$ cat src/rtl/core/gtpa_pkg.sv
// Shared types, opcodes and constants of the gated temporal pixel average core.
// No dependencies; the front, back and top files of the core import this package.
package gtpa_pkg;

    localparam logic [1:0] OP_LOAD  = 2'd0;
    localparam logic [1:0] OP_OFFER = 2'd1;
    localparam logic [1:0] OP_READ  = 2'd2;

    localparam int         IDX_W           = 18;
    localparam int         SUM_W           = 12;
    localparam int         CNT_W           = 4;
    localparam int         RECIP_W         = 17;
    localparam int         RECIP_SHIFT     = 16;
    localparam logic [7:0] THRESHOLD_RESET = 8'd20;

    // One request as it travels from the front part to the back part.
    typedef struct packed {
        logic [1:0]       op;
        logic [IDX_W-1:0] idx;
        logic [7:0]       red;
        logic [7:0]       green;
        logic [7:0]       blue;
    } t_cmd;

    // One per-pixel entry of the accumulation memory.
    typedef struct packed {
        logic [7:0]       ref_green;
        logic [CNT_W-1:0] count;
        logic [SUM_W-1:0] sum_b;
        logic [SUM_W-1:0] sum_g;
        logic [SUM_W-1:0] sum_r;
    } t_entry;

    localparam int ENTRY_W = $bits(t_entry);

    // ceil(2^16 / c). For any 12-bit sum, (sum * recip(c)) >> 16 equals sum / c exactly.
    function automatic logic [RECIP_W-1:0] recip(input logic [CNT_W-1:0] c);
        logic [RECIP_W-1:0] r;
        case (c)
            4'd1:    r = 17'd65536;
            4'd2:    r = 17'd32768;
            4'd3:    r = 17'd21846;
            4'd4:    r = 17'd16384;
            4'd5:    r = 17'd13108;
            4'd6:    r = 17'd10923;
            4'd7:    r = 17'd9363;
            4'd8:    r = 17'd8192;
            4'd9:    r = 17'd7282;
            4'd10:   r = 17'd6554;
            4'd11:   r = 17'd5958;
            4'd12:   r = 17'd5462;
            4'd13:   r = 17'd5042;
            4'd14:   r = 17'd4682;
            4'd15:   r = 17'd4370;
            default: r = '0;
        endcase
        return r;
    endfunction

endpackage

$ cat src/rtl/core/gtpa_front.sv
// Front part: takes input requests, drops those that do nothing, queues the rest.
// Depends on gtpa_pkg.
module gtpa_front
    import gtpa_pkg::*;
#(
    parameter int FRAME_PIXELS = 262144
) (
    input  logic             i_clk,
    input  logic             i_rst_n,
    input  logic             i_in_valid,
    output logic             o_in_stall,
    input  logic [1:0]       i_opcode,
    input  logic [IDX_W-1:0] i_pixel_index,
    input  logic [7:0]       i_red,
    input  logic [7:0]       i_green,
    input  logic [7:0]       i_blue,
    output logic             o_cmd_valid,
    output t_cmd             o_cmd,
    input  logic             i_pop
);

    localparam int QDEPTH = 2;

    t_cmd       r_queue [QDEPTH];
    logic       r_wptr;
    logic       r_rptr;
    logic [1:0] r_count;
    logic       keep;
    logic       push;

    always_comb begin
        unique case (i_opcode) inside
            OP_LOAD, OP_OFFER, OP_READ: keep = (32'(i_pixel_index) < FRAME_PIXELS);
            default:                    keep = 1'b0;
        endcase
    end

    assign o_in_stall  = (r_count == 2'(QDEPTH));
    assign push        = i_in_valid && !o_in_stall && keep;
    assign o_cmd_valid = (r_count != 2'd0);
    assign o_cmd       = r_queue[r_rptr];

    always_ff @(posedge i_clk) begin
        if (push) begin
            r_queue[r_wptr] <= '{op: i_opcode, idx: i_pixel_index, red: i_red,
                                 green: i_green, blue: i_blue};
        end
    end

    always_ff @(posedge i_clk) begin
        if (!i_rst_n) begin
            r_wptr  <= 1'b0;
            r_rptr  <= 1'b0;
            r_count <= 2'd0;
        end else begin
            if (push) begin
                r_wptr <= ~r_wptr;
            end
            if (i_pop) begin
                r_rptr <= ~r_rptr;
            end
            r_count <= r_count + 2'(push) - 2'(i_pop);
        end
    end

`ifndef SYNTHESIS
    a_count_bound: assert property (@(posedge i_clk) disable iff (!i_rst_n)
        r_count <= 2'(QDEPTH))
        else $error("queue count exceeds depth");
    a_pop_nonempty: assert property (@(posedge i_clk) disable iff (!i_rst_n)
        i_pop |-> r_count != 2'd0)
        else $error("pop from empty queue");
`endif

endmodule

$ cat config.mk
export PLATFORM = sky130hd
export DESIGN_NAME = gtpa_front
export DESIGN_NICKNAME = d
export VERILOG_FILES = /design/src/rtl/core/gtpa_pkg.sv /design/src/rtl/core/gtpa_front.sv
export SDC_FILE = /design/constraint.sdc
export NUM_CORES = 1
export LEC_CHECK = 0
export ABC_AREA = 1
export BUFFER_PORTS_ARGS = -buffer_cell sky130_fd_sc_hd__clkbuf_2
export CAP_MARGIN = 30
export CORE_ASPECT_RATIO = 1.75
export CORE_MARGIN = 5
export CORE_UTILIZATION = 47
export CTS_BUF_LIST = sky130_fd_sc_hd__clkbuf_8 sky130_fd_sc_hd__clkbuf_16
export CTS_CLUSTER_SIZE = 20
export DETAILED_ROUTE_END_ITERATION = 7
export PLACE_DENSITY = 0.75
export SETUP_SLACK_MARGIN = 0.2
export SYNTH_ARGS = -nofsm -noshare
export SYNTH_HDL_FRONTEND = slang
export SYNTH_SLANG_ARGS = --single-unit
$ cat constraint.sdc
create_clock -name i_clk -period 2.65 [get_ports i_clk]
set_input_delay 0.1325 -clock i_clk [delete_from_list [all_inputs] [get_ports i_clk]]
set_output_delay 0.1325 -clock i_clk [all_outputs]
set_load 0.01 [all_outputs]
==> results of run 1 <==
## where the power goes
part	switching [µW]	internal, µW
Combinational	212	236
Clock	460	671
Sequential	37.7	1730
## how the worst max path moves through the flow
stage                    endpoint  slack [ps]  cells past startpoint
floorplan           r_queue[0][0]         450                      5
global placement       r_count[1]         960                     10
detailed placement     r_count[1]         870                     10
CTS                     o_cmd[18]         690                      3
global route            o_cmd[18]         650                      3
finish                  o_cmd[18]         730                      3
## registers in the layout, summed over array words and instances, names as in the netlist, named ones only
name and count:
r_wptr 1, r_rptr 1, r_queue 88, r_count 2
## synth_stat cells, drive strengths merged
master | number | area [µm²]
ha | 2 | 25.0
dfxtp | 5 | 100
mux2 | 44 | 646
nand2 | 10 | 37.5
nand4 | 1 | 6.26
buf | 5 | 91.3
or2 | 1 | 6.26
nor2 | 9 | 33.8
inv | 6 | 22.5
edfxtp | 88 | 2640
a21oi | 1 | 5.00
nand3 | 1 | 5.00
## layout by cell type, fill, tap and decap left out, types with 2 or more instances in the layout
cell | synthesis | routed
clkbuf_8 | 0 | 2
ha_1 | 2 | 2
dlygate4sd3_1 | 0 | 34
edfxtp_1 | 88 | 88
clkbuf_16 | 0 | 9
mux2_4 | 40 | 40
buf_4 | 0 | 3
dfxtp_1 | 5 | 4
inv_1 | 6 | 8
nor2_1 | 9 | 8
clkbuf_2 | 0 | 93
mux2_2 | 4 | 4
nand2_1 | 10 | 10
## worst reg2reg max path, stage by stage (launching register included)
cell	delay (ps)
dfxtp_1	330
inv_1	80
nor2_1	60
nor2_1	150
inv_1	100
ha_1	280
inv_1	40
ha_1	180
or2_2	290
a21oi_1	120
nor2_1	50
## through the flow
step           utilization [%]  cells  hold WS [ps]  total power, µW
3_5_place_dp              54.9    353           325             2210
5_1_grt                   63.0    403        -0.756             3480
4_1_cts                   62.8    401         0.685             3380
2_1_floorplan                -    173           226             2050
6_report                  63.0    403          10.0             3340
3_3_place_gp              54.9    353           322             2190
## area by class of cell
class	count	area share (%)
Inverter	6	0.472
Timing Repair Buffer	131	17.8
Multi-Input combinational cell	69	16.2
Clock inverter	5	0.420
Sequential cell	93	57.5
Clock buffer	11	5.30
Tap cell	88	2.31
## logic make-up after synthesis
kind of cell / synth area share [%]
AO/OA/AOI/OAI: 0.138
adder cells (fa/ha/maj): 0.691
buffers and inverters: 3.14
flip-flops: 75.7
multiplexers: 17.8
AND/OR/NAND/NOR: 2.45
## what timing repair did
action	in CTS	in global routing
setup buffers	0	0
hold buffers	32	2
resized for setup	0	0
endpoints found under the hold margin	63	4
## per-layer routing
metal	vias up	routed length, µm
met5	-	0
met4	0	110
met3	6	359
met2	59	3660
met1	926	2190
li1	933	-
==> results by group, run 1 <==
Outcome
  • Status: complete, no violations

Cells and area
  • Layout filler cell count: about 560
  • Final Instance Area: 4770 µm²
  • Antenna diodes: 0
  • Nets: between 300 and 400
  • Layout cell share with drive strength beyond 1: between 40% and 50%
  • Register Area: roughly 2700 µm²
  • Synthesis-to-layout area growth: 31.7%
  • Multi-input gate area: 772 µm²

Logic synthesis
  • Synthesized area per cell: roughly 21 µm²
  • Register area share after synthesis: 75.7%
  • Synth Cell Area: ~3600 µm²
  • Mapped Cells: about 170
  • Yosys warning total: 0
  • Synth Net Count: between 200 and 250
  • #FFs+latches synth: 93
  • Cell variety after synth: 14

GRT
  • M2 GR Usage: between 20% and 30%
  • Met1 Use GR: roughly an eighth
  • Met3 Resource Use GR: around 4.2%
  • Vias in the first global route: 2101
  • Total GRT Usage: 13.4%
  • GRT Max-Usage Layer: met2
  • First-pass GRT wire length: between 9000 and 10000 µm
  • Gr ovfl total: 0
  • Pin count of the biggest net entering global routing: 45
  • Initial antenna violation count: 0

Clock tree
  • CTS tree: built
  • Clock insertion delay at the later pin of the skew report: 320 ps
  • Worst-case clock buffer depth: 2
  • Cts bufs inserted: 9
  • Clock root cell: clkbuf_16
  • H-tree Lvls: 3
  • Clock Pin Slew Worst Setup and Hold Paths: 60 ps
  • CTS Sinks: slightly above 90

Setup path
  • Reg2reg end: r_count[1]
  • Setup CP Type: reg -> out
  • CP max-delay cell: dfxtp_2
  • Critical path endpoint category: output port
  • R2r setup slk: just under 900 ps
  • Crit Path Max Fanout: 16
  • Buf/Inv on CP: 2
  • WP data required: about 2500 ps
  • CP delay by family, top: flip-flops
  • CP Cell Sequence: buf_4 > mux2_4 > clkbuf_2
  • Worst Path Arrival: around 1800 ps
  • Reg2Reg Depth: 10
  • Crit start category: flip-flop
  • Worst path max stage delay: 670 ps
  • Worst r2r src: r_count[1]

Timing
  • Endpoints failing setup: 0
  • Period utilization: between 70% and 80%
  • Setup TNS: 0 ps
  • Min cycle time layout: between 1500 and 2000 ps
  • Max transition margin: 60.1%
  • Final number of hold-violating endpoints: 0
  • RSZ-0062 raised after global routing: false
  • Worst Skew: slightly below 5 ps
  • Slack of the critical path: 732 ps
  • Worst slew pin tran: 599 ps
  • Final Max Slew Viols: 0
  • Fmax: roughly 520 MHz

Floorplanning
  • I/O pin count: 94
  • Core area: roughly 7600 µm²
  • FP Rows: between 40 and 50
  • Die Height: about 130 µm
  • Initial Utilization: between 40% and 50%
  • Overall die width: roughly 76 µm
  • Die area: between 9000 and 10000 µm²

Placement
  • Place WS: between 800 and 900 ps
  • DP HPWL: 4130 µm
  • RD Place Congestion: roughly 0.76
  • Port Buffers: 93
  • DP Area: 4160 µm²

Detailed routing
  • Routed WL: 6320 µm
  • Residual DRC: 0
  • Antenna viol nets, final: 0
  • DRT iter0 DRCs: 92
  • Routed length per instance: roughly 16 µm
  • First-pass DRT Iterations: 4
  • Via count: just under 2000
  • Vias per inst: ~4.8

Power
  • Leak: approximately 0.0020 µW
  • Power per Cell Area: around 700 nW/µm²
  • Maximum VDD drop: approximately 0.52 mV

Worst hold path
  • Hold Path Origin: i_pixel_index[10]
  • Hold Crit Depth: 1
  • Hold WC Path Type: in -> reg
  • Hold Path Sink: r_queue[0][34]

Flow run
  • Max-cap check violation count: 0
Power figures use the tool's default switching activity.
==> run 2: changes to the inputs <==
==> constraint.sdc (replaced) <==
create_clock -name i_clk -period 1.7 [get_ports i_clk]
set_input_delay 0.085 -clock i_clk [delete_from_list [all_inputs] [get_ports i_clk]]
set_output_delay 0.085 -clock i_clk [all_outputs]
set_load 0.01 [all_outputs]
==> run 2 against run 1 <==
Wire length is 16% higher. Sequential power is 57% higher. Total power is 66% higher. Design area is 11% higher. Combinational power is 110% higher. Sequential share of layout area is 5.5 points lower. Global-route usage is 1.5 points higher. Count of clock-buffer cells in the layout is 2 lower. Final cell count is 5.5% higher. Register-to-register slack worse by 720 ps. Critical path depth stayed put. Via count is 7.3% higher. Critical path type unchanged. Largest power group unchanged. Highest routed layer unchanged.
==> results by group, run 2 (synthesized netlist as in run 1, its figures left out) <==
Detailed routing
  • Via count: 2064 (was 1924)
  • Routed length per instance: 17.2 µm (was 15.7 µm)
  • DRT iter0 DRCs: 129 (was 92)
  • Antenna viol nets, final: 0 (unchanged)
  • Routed WL: 7310 µm (was 6320 µm)
  • Vias per inst: 4.86 (was 4.77)
  • Residual DRC: 0 (unchanged)
  • First-pass DRT Iterations: 4 (unchanged)

Setup path
  • Setup CP Type: reg -> out (unchanged)
  • WP data required: 1620 ps (was 2520 ps)
  • CP Cell Sequence: clkbuf_16 > mux2_4 > buf_6 (was buf_4 > mux2_4 > clkbuf_2)
  • CP max-delay cell: dfxtp_4 (was dfxtp_2)
  • Worst Path Arrival: 1470 ps (was 1790 ps)
  • Crit start category: flip-flop (unchanged)
  • Critical path endpoint category: output port (unchanged)
  • Worst path max stage delay: 480 ps (was 670 ps)
  • Crit Path Max Fanout: 7 (was 16)

Clock tree
  • H-tree Lvls: 3 (unchanged)
  • Clock insertion delay at the later pin of the skew report: 330 ps (was 320 ps)
  • CTS tree: built (unchanged)
  • Cts bufs inserted: 9 (unchanged)
  • Clock Pin Slew Worst Setup and Hold Paths: 60 ps (about the same)
  • Clock root cell: clkbuf_16 (unchanged)
  • CTS Sinks: 93 (unchanged)
  • Worst-case clock buffer depth: 2 (unchanged)

Power
  • Power per Cell Area: 1050 nW/µm² (was 701 nW/µm²)
  • Maximum VDD drop: 0.786 mV (was 0.523 mV)
  • Leak: 0.00215 µW (was 0.00197 µW)

Timing
  • Worst Skew: 3.04 ps (was 4.82 ps)
  • Max transition margin: 84.7% (was 60.1%)
  • Final Max Slew Viols: 0 (unchanged)
  • Endpoints failing setup: 0 (unchanged)
  • Min cycle time layout: ~1600 ps
  • Fmax: around 640 MHz
  • Final number of hold-violating endpoints: 0 (unchanged)
  • RSZ-0062 raised after global routing: true (was false)
  • Min Hold Slack: 6.61 ps (was 10.0 ps)
  • Setup TNS: 0 ps (unchanged)
  • Period utilization: 91.5%
  • Worst slew pin tran: 229 ps (was 599 ps)

GRT
  • Pin count of the biggest net entering global routing: 31 (was 45)
  • Vias in the first global route: 2224 (was 2101)
  • Total GRT Usage: 14.9% (was 13.4%)
  • First-pass GRT wire length: 10800 µm (was 10000 µm)
  • Gr ovfl total: 0 (unchanged)
  • Initial antenna violation count: 0 (unchanged)

Placement
  • DP HPWL: 4300 µm (was 4130 µm)
  • Port Buffers: 93 (unchanged)
  • RD Place Congestion: 0.693 (was 0.758)

Worst hold path
  • Hold WC Path Type: in -> reg (unchanged)

Floorplanning
  • Die Height: 126 µm (unchanged)
  • Core area: 7570 µm² (unchanged)
  • Overall die width: 76.4 µm (unchanged)
  • Initial Utilization: 47.9% (unchanged)
  • Die area: 9630 µm² (unchanged)
  • I/O pin count: 94 (unchanged)
  • FP Rows: 42 (unchanged)

Cells and area
  • Max reg flops: 88 (unchanged)
  • Nets: 381 (was 360)
  • Layout cell share with drive strength beyond 1: 53.3% (was 49.8%)
  • Top Registers: r_queue x88, r_count x2 (unchanged)
  • Most frequent cells in the layout: 88 x edfxtp_1, 73 x clkbuf_2, 44 x mux2_4, 44 x dlygate4sd3_1, 22 x buf_6 (was 93 x clkbuf_2, 88 x edfxtp_1, 40 x mux2_4)
  • Most common cell after layout, fill and taps aside: edfxtp_1 (was clkbuf_2)
  • Synthesis-to-layout area growth: 46.1% (was 31.7%)
  • Largest register by flop count: r_queue (unchanged)

Flow run
  • Max-cap check violation count: 0 (unchanged)

Outcome
  • Status: complete, no violations (unchanged)
run 2: cell count changes in the layout (fill, tap and decap cells not counted), moves of 3 or more:
cell           delta
dlygate4sd3_1    +10
clkbuf_2         -20
inv_1             -6
mux2_4            +4
buf_6            +22
mux2_2            -4
clkbuf_16         +3
run 2: where the power goes:
part,switching (µW),total [µW],internal [µW]
clock network,742,1860,1110
registers,62.9,2760,2690
logic,397,941,544
total,1200,5550,4350
run 2: what timing repair did:
item,in CTS,in global routing
resized for setup,9,49
endpoints found under the hold margin,88,0
pin swaps,6,4
gates cloned,2,4
hold buffers,44,0
setup buffers,3,1
endpoints found under the setup margin,45,48
run 2: path summary, 6_finish.rpt:
path	slack, ps	depth (start not counted)	to	from
max	140	3	o_cmd[34]	flip-flop
min	7	3	r_count[0]	i_rst_n
max reg2reg	150	10	r_count[1]	r_count[1]
min reg2reg	520	2	r_rptr	r_rptr
run 2: metrics by stage:
stage	std cells	util (%)	setup WS [ps]	total power [µW]	instance area, µm²
global route	424	69.9	73.2	5780	5290
detailed placement	354	55.6	11.6	3480	4210
global placement	354	55.6	77.4	3450	4210
finish	425	69.9	144	5550	5290
floorplan	173	-	35.2	3220	3650
CTS	419	66.6	108	5490	5040
run 2: cell type report:
cell class,count,area (µm²)
Fill cell,497,2280
Tap cell,88,110
Clock buffer,9,225
Multi-Input combinational cell,69,836
Inverter,6,26.3
Clock inverter,7,56.3
Sequential cell,93,2750
Antenna cell,1,2.50
Timing Repair Buffer,152,1280
run 2: worst max-delay path, delay by kind of cell (launching register included):
kind | cells | cell delay (ps)
DFF | 1 | 480
buffers and inverters | 2 | 340
muxes | 1 | 310
run 2: metal layers:
metal	up-vias	wire (µm)	GRT usage (%)
met5	-	0	0
met3	15	393	2.93
met4	0	244	9.68
met1	999	2430	14.6
met2	68	4240	27.6
li1	982	-	-
==> run 3: changes to the inputs <==
--- a/config.mk
+++ b/config.mk
@@ -14,7 +14,8 @@
 export CTS_BUF_LIST = sky130_fd_sc_hd__clkbuf_8 sky130_fd_sc_hd__clkbuf_16
 export CTS_CLUSTER_SIZE = 20
 export DETAILED_ROUTE_END_ITERATION = 7
-export PLACE_DENSITY = 0.75
+export PLACE_DENSITY = 0.84
+export REMOVE_ABC_BUFFERS = 1
 export SETUP_SLACK_MARGIN = 0.2
 export SYNTH_ARGS = -nofsm -noshare
 export SYNTH_HDL_FRONTEND = slang
==> run 3 against run 2 <==
The run now ends with negative setup slack left. Sequential share of layout area shrank 2.4 points. Critical path depth increased by 7. Fmax is 10% lower. Sequential power hardly changed. Worst setup slack got worse by 180 ps. Critical path type is now reg -> reg. Combinational power grew 19%. Core utilization grew 3.3 points. Total power grew 0.47%.
==> results by group, run 3 (synthesized netlist as in run 1, its figures left out) <==
Timing
  • Fmax: 577 MHz (was 643 MHz)
  • Period utilization: 102% (was 91.5%)
  • Slack of the critical path: -33.6 ps (was 144 ps)
  • Max transition margin: 77.0% (was 84.7%)
  • RSZ-0062 raised after global routing: true (unchanged)
  • Worst Skew: 6.41 ps (was 3.04 ps)
  • Endpoints failing setup: 25 (was 0)
  • Final number of hold-violating endpoints: 0 (unchanged)
  • Final Max Slew Viols: 0 (unchanged)
  • Min cycle time layout: 1730 ps (was 1560 ps)
  • Min Hold Slack: 119 ps (was 6.61 ps)
  • Worst slew pin tran: 345 ps (was 229 ps)

Detailed routing
  • Residual DRC: 0 (unchanged)
  • DRT iter0 DRCs: 134 (was 129)
  • Vias per inst: 4.97 (was 4.86)
  • First-pass DRT Iterations: 4 (unchanged)
  • Routed WL: 8360 µm (was 7310 µm)
  • Antenna viol nets, final: 0 (unchanged)
  • Via count: 2154 (was 2064)
  • Routed length per instance: 19.3 µm (was 17.2 µm)

Clock tree
  • H-tree Lvls: 3 (unchanged)
  • Worst-case clock buffer depth: 2 (unchanged)
  • Clock insertion delay at the later pin of the skew report: 340 ps (was 330 ps)
  • Cts bufs inserted: 9 (unchanged)
  • Clock root cell: clkbuf_16 (unchanged)
  • CTS tree: built (unchanged)
  • Clock Pin Slew Worst Setup and Hold Paths: 60 ps (about the same)
  • CTS Sinks: 93 (unchanged)

Placement
  • RD Place Congestion: 0.731 (was 0.693)
  • DP HPWL: 4520 µm (was 4300 µm)
  • Port Buffers: 93 (unchanged)

Cells and area
  • Most frequent cells in the layout: 88 x edfxtp_1, 49 x buf_6, 49 x clkbuf_2 (was 88 x edfxtp_1, 73 x clkbuf_2, 44 x mux2_4, 44 x dlygate4sd3_1, 22 x buf_6)
  • Synthesis-to-layout area growth: 53.0% (was 46.1%)
  • Final core utilization: 73.2% (was 69.9%)
  • Layout filler cell count: 420 (was 497)
  • Most common cell after layout, fill and taps aside: edfxtp_1 (unchanged)
  • Largest register by flop count: r_queue (unchanged)
  • Antenna diodes: 0 (was 1)
  • Layout cell share with drive strength beyond 1: 53.0% (was 53.3%)
  • Multi-input gate area: 818 µm² (was 836 µm²)
  • Register Area: 2750 µm² (about the same)
  • Nets: 390 (was 381)
  • Top Registers: r_queue x88, r_count x2 (unchanged)
  • Max reg flops: 88 (unchanged)

Floorplanning
  • Initial Utilization: 47.9% (unchanged)
  • Die Height: 126 µm (unchanged)
  • FP Rows: 42 (unchanged)
  • Core area: 7570 µm² (unchanged)
  • Overall die width: 76.4 µm (unchanged)
  • I/O pin count: 94 (unchanged)
  • Die area: 9630 µm² (unchanged)

Power
  • Leak: 0.00227 µW (was 0.00215 µW)
  • Power per Cell Area: 1010 nW/µm² (was 1050 nW/µm²)
  • Maximum VDD drop: 0.674 mV (was 0.786 mV)

Setup path
  • WP data required: 1750 ps (was 1620 ps)
  • Critical path endpoint category: flip-flop (was output port)
  • Setup CP Type: reg -> reg (was reg -> out)
  • Worst Path Arrival: 1780 ps (was 1470 ps)
  • Crit start category: flip-flop (unchanged)
  • Crit Path Max Fanout: 6 (was 7)

GRT
  • Initial antenna violation count: 0 (unchanged)
  • Pin count of the biggest net entering global routing: 26 (was 31)
  • Total GRT Usage: 16.3% (was 14.9%)
  • Gr ovfl total: 0 (unchanged)
  • Vias in the first global route: 2308 (was 2224)
  • First-pass GRT wire length: 11700 µm (was 10800 µm)

Flow run
  • Max-cap check violation count: 0 (unchanged)

Outcome
  • Status: finished with violations (was complete, no violations)
  • Failing checks: negative setup slack

Worst hold path
  • Hold WC Path Type: in -> reg (unchanged)
[run 3: changes by cell type in the layout (fill, tap and decap cells not counted), sizes merged, moves of 3 or more]
cell,before,now
clkinv,6,3
inv,5,10
buf,32,60
clkbuf,85,65
[run 3: worst paths after layout]
check / start / endpoint / slack (ps) / cells after the start
setup reg to reg: r_count[1] / r_queue[0][29] / -30 / 10
setup / recovery: r_count[1] / r_queue[0][29] / -30 / 10
hold reg to reg: r_rptr / r_rptr / 550 / 2
hold / removal: i_pop / r_rptr / 120 / 3
[run 3: stage by stage]
stage | cells | total power, µW | setup WS (ps) | area [µm²] | setup TNS, ps
2_1_floorplan | 168 | 3180 | -1240 | 3530 | -82110
5_1_grt | 433 | 5820 | -92.1 | 5540 | -2370
6_report | 433 | 5580 | -33.6 | 5540 | -469
4_1_cts | 420 | 5280 | 94.9 | 4980 | 0
3_3_place_gp | 356 | 3440 | 45.4 | 4200 | 0
3_5_place_dp | 356 | 3480 | -51.6 | 4200 | -51.6
[run 3: cell type report]
cell class | instances | share of cell area (%)
inverters | 6 | 0.407
multi-input cells | 69 | 14.8
flip-flops and latches | 93 | 49.6
well taps | 88 | 1.99
clock inverters | 7 | 0.497
clock buffers | 9 | 4.07
repair buffers | 161 | 28.7
[run 3: what timing repair did]
| action | 4_1_cts | 5_1_grt |
|---|---|---|
| hold buffers | 45 | 0 |
| resized for setup | 10 | 107 |
| hold endpoints to repair | 89 | 0 |
| pin swaps | 3 | 5 |
| cloned | 1 | 9 |
| setup buffers | 2 | 4 |
| setup endpoints to repair | 20 | 65 |
[run 3: report_power, final]
group	switching (µW)	internal (µW)	leakage, µW
combinational	441	683	0.00128
sequential	64.2	2690	0.000855
clock	742	955	0.000139
[run 3: critical path, stage by stage, from the launching register on]
cell and delay [ps]:
dfxtp_2 320, inv_2 70, nor2_4 50, nor2_2 140, inv_2 70, buf_6 120
buf_6 100, buf_6 100, nor2_4 150, buf_12 160, clkbuf_16 150
[run 3: per-layer routing]
metal / global-route usage (%) / vias up / wire length (µm)
met5: 0 / - / 0
met4: 9.99 / 0 / 315
met3: 3.50 / 20 / 379
met2: 30.7 / 66 / 4930
met1: 15.5 / 1072 / 2730
li1: - / 996 / -
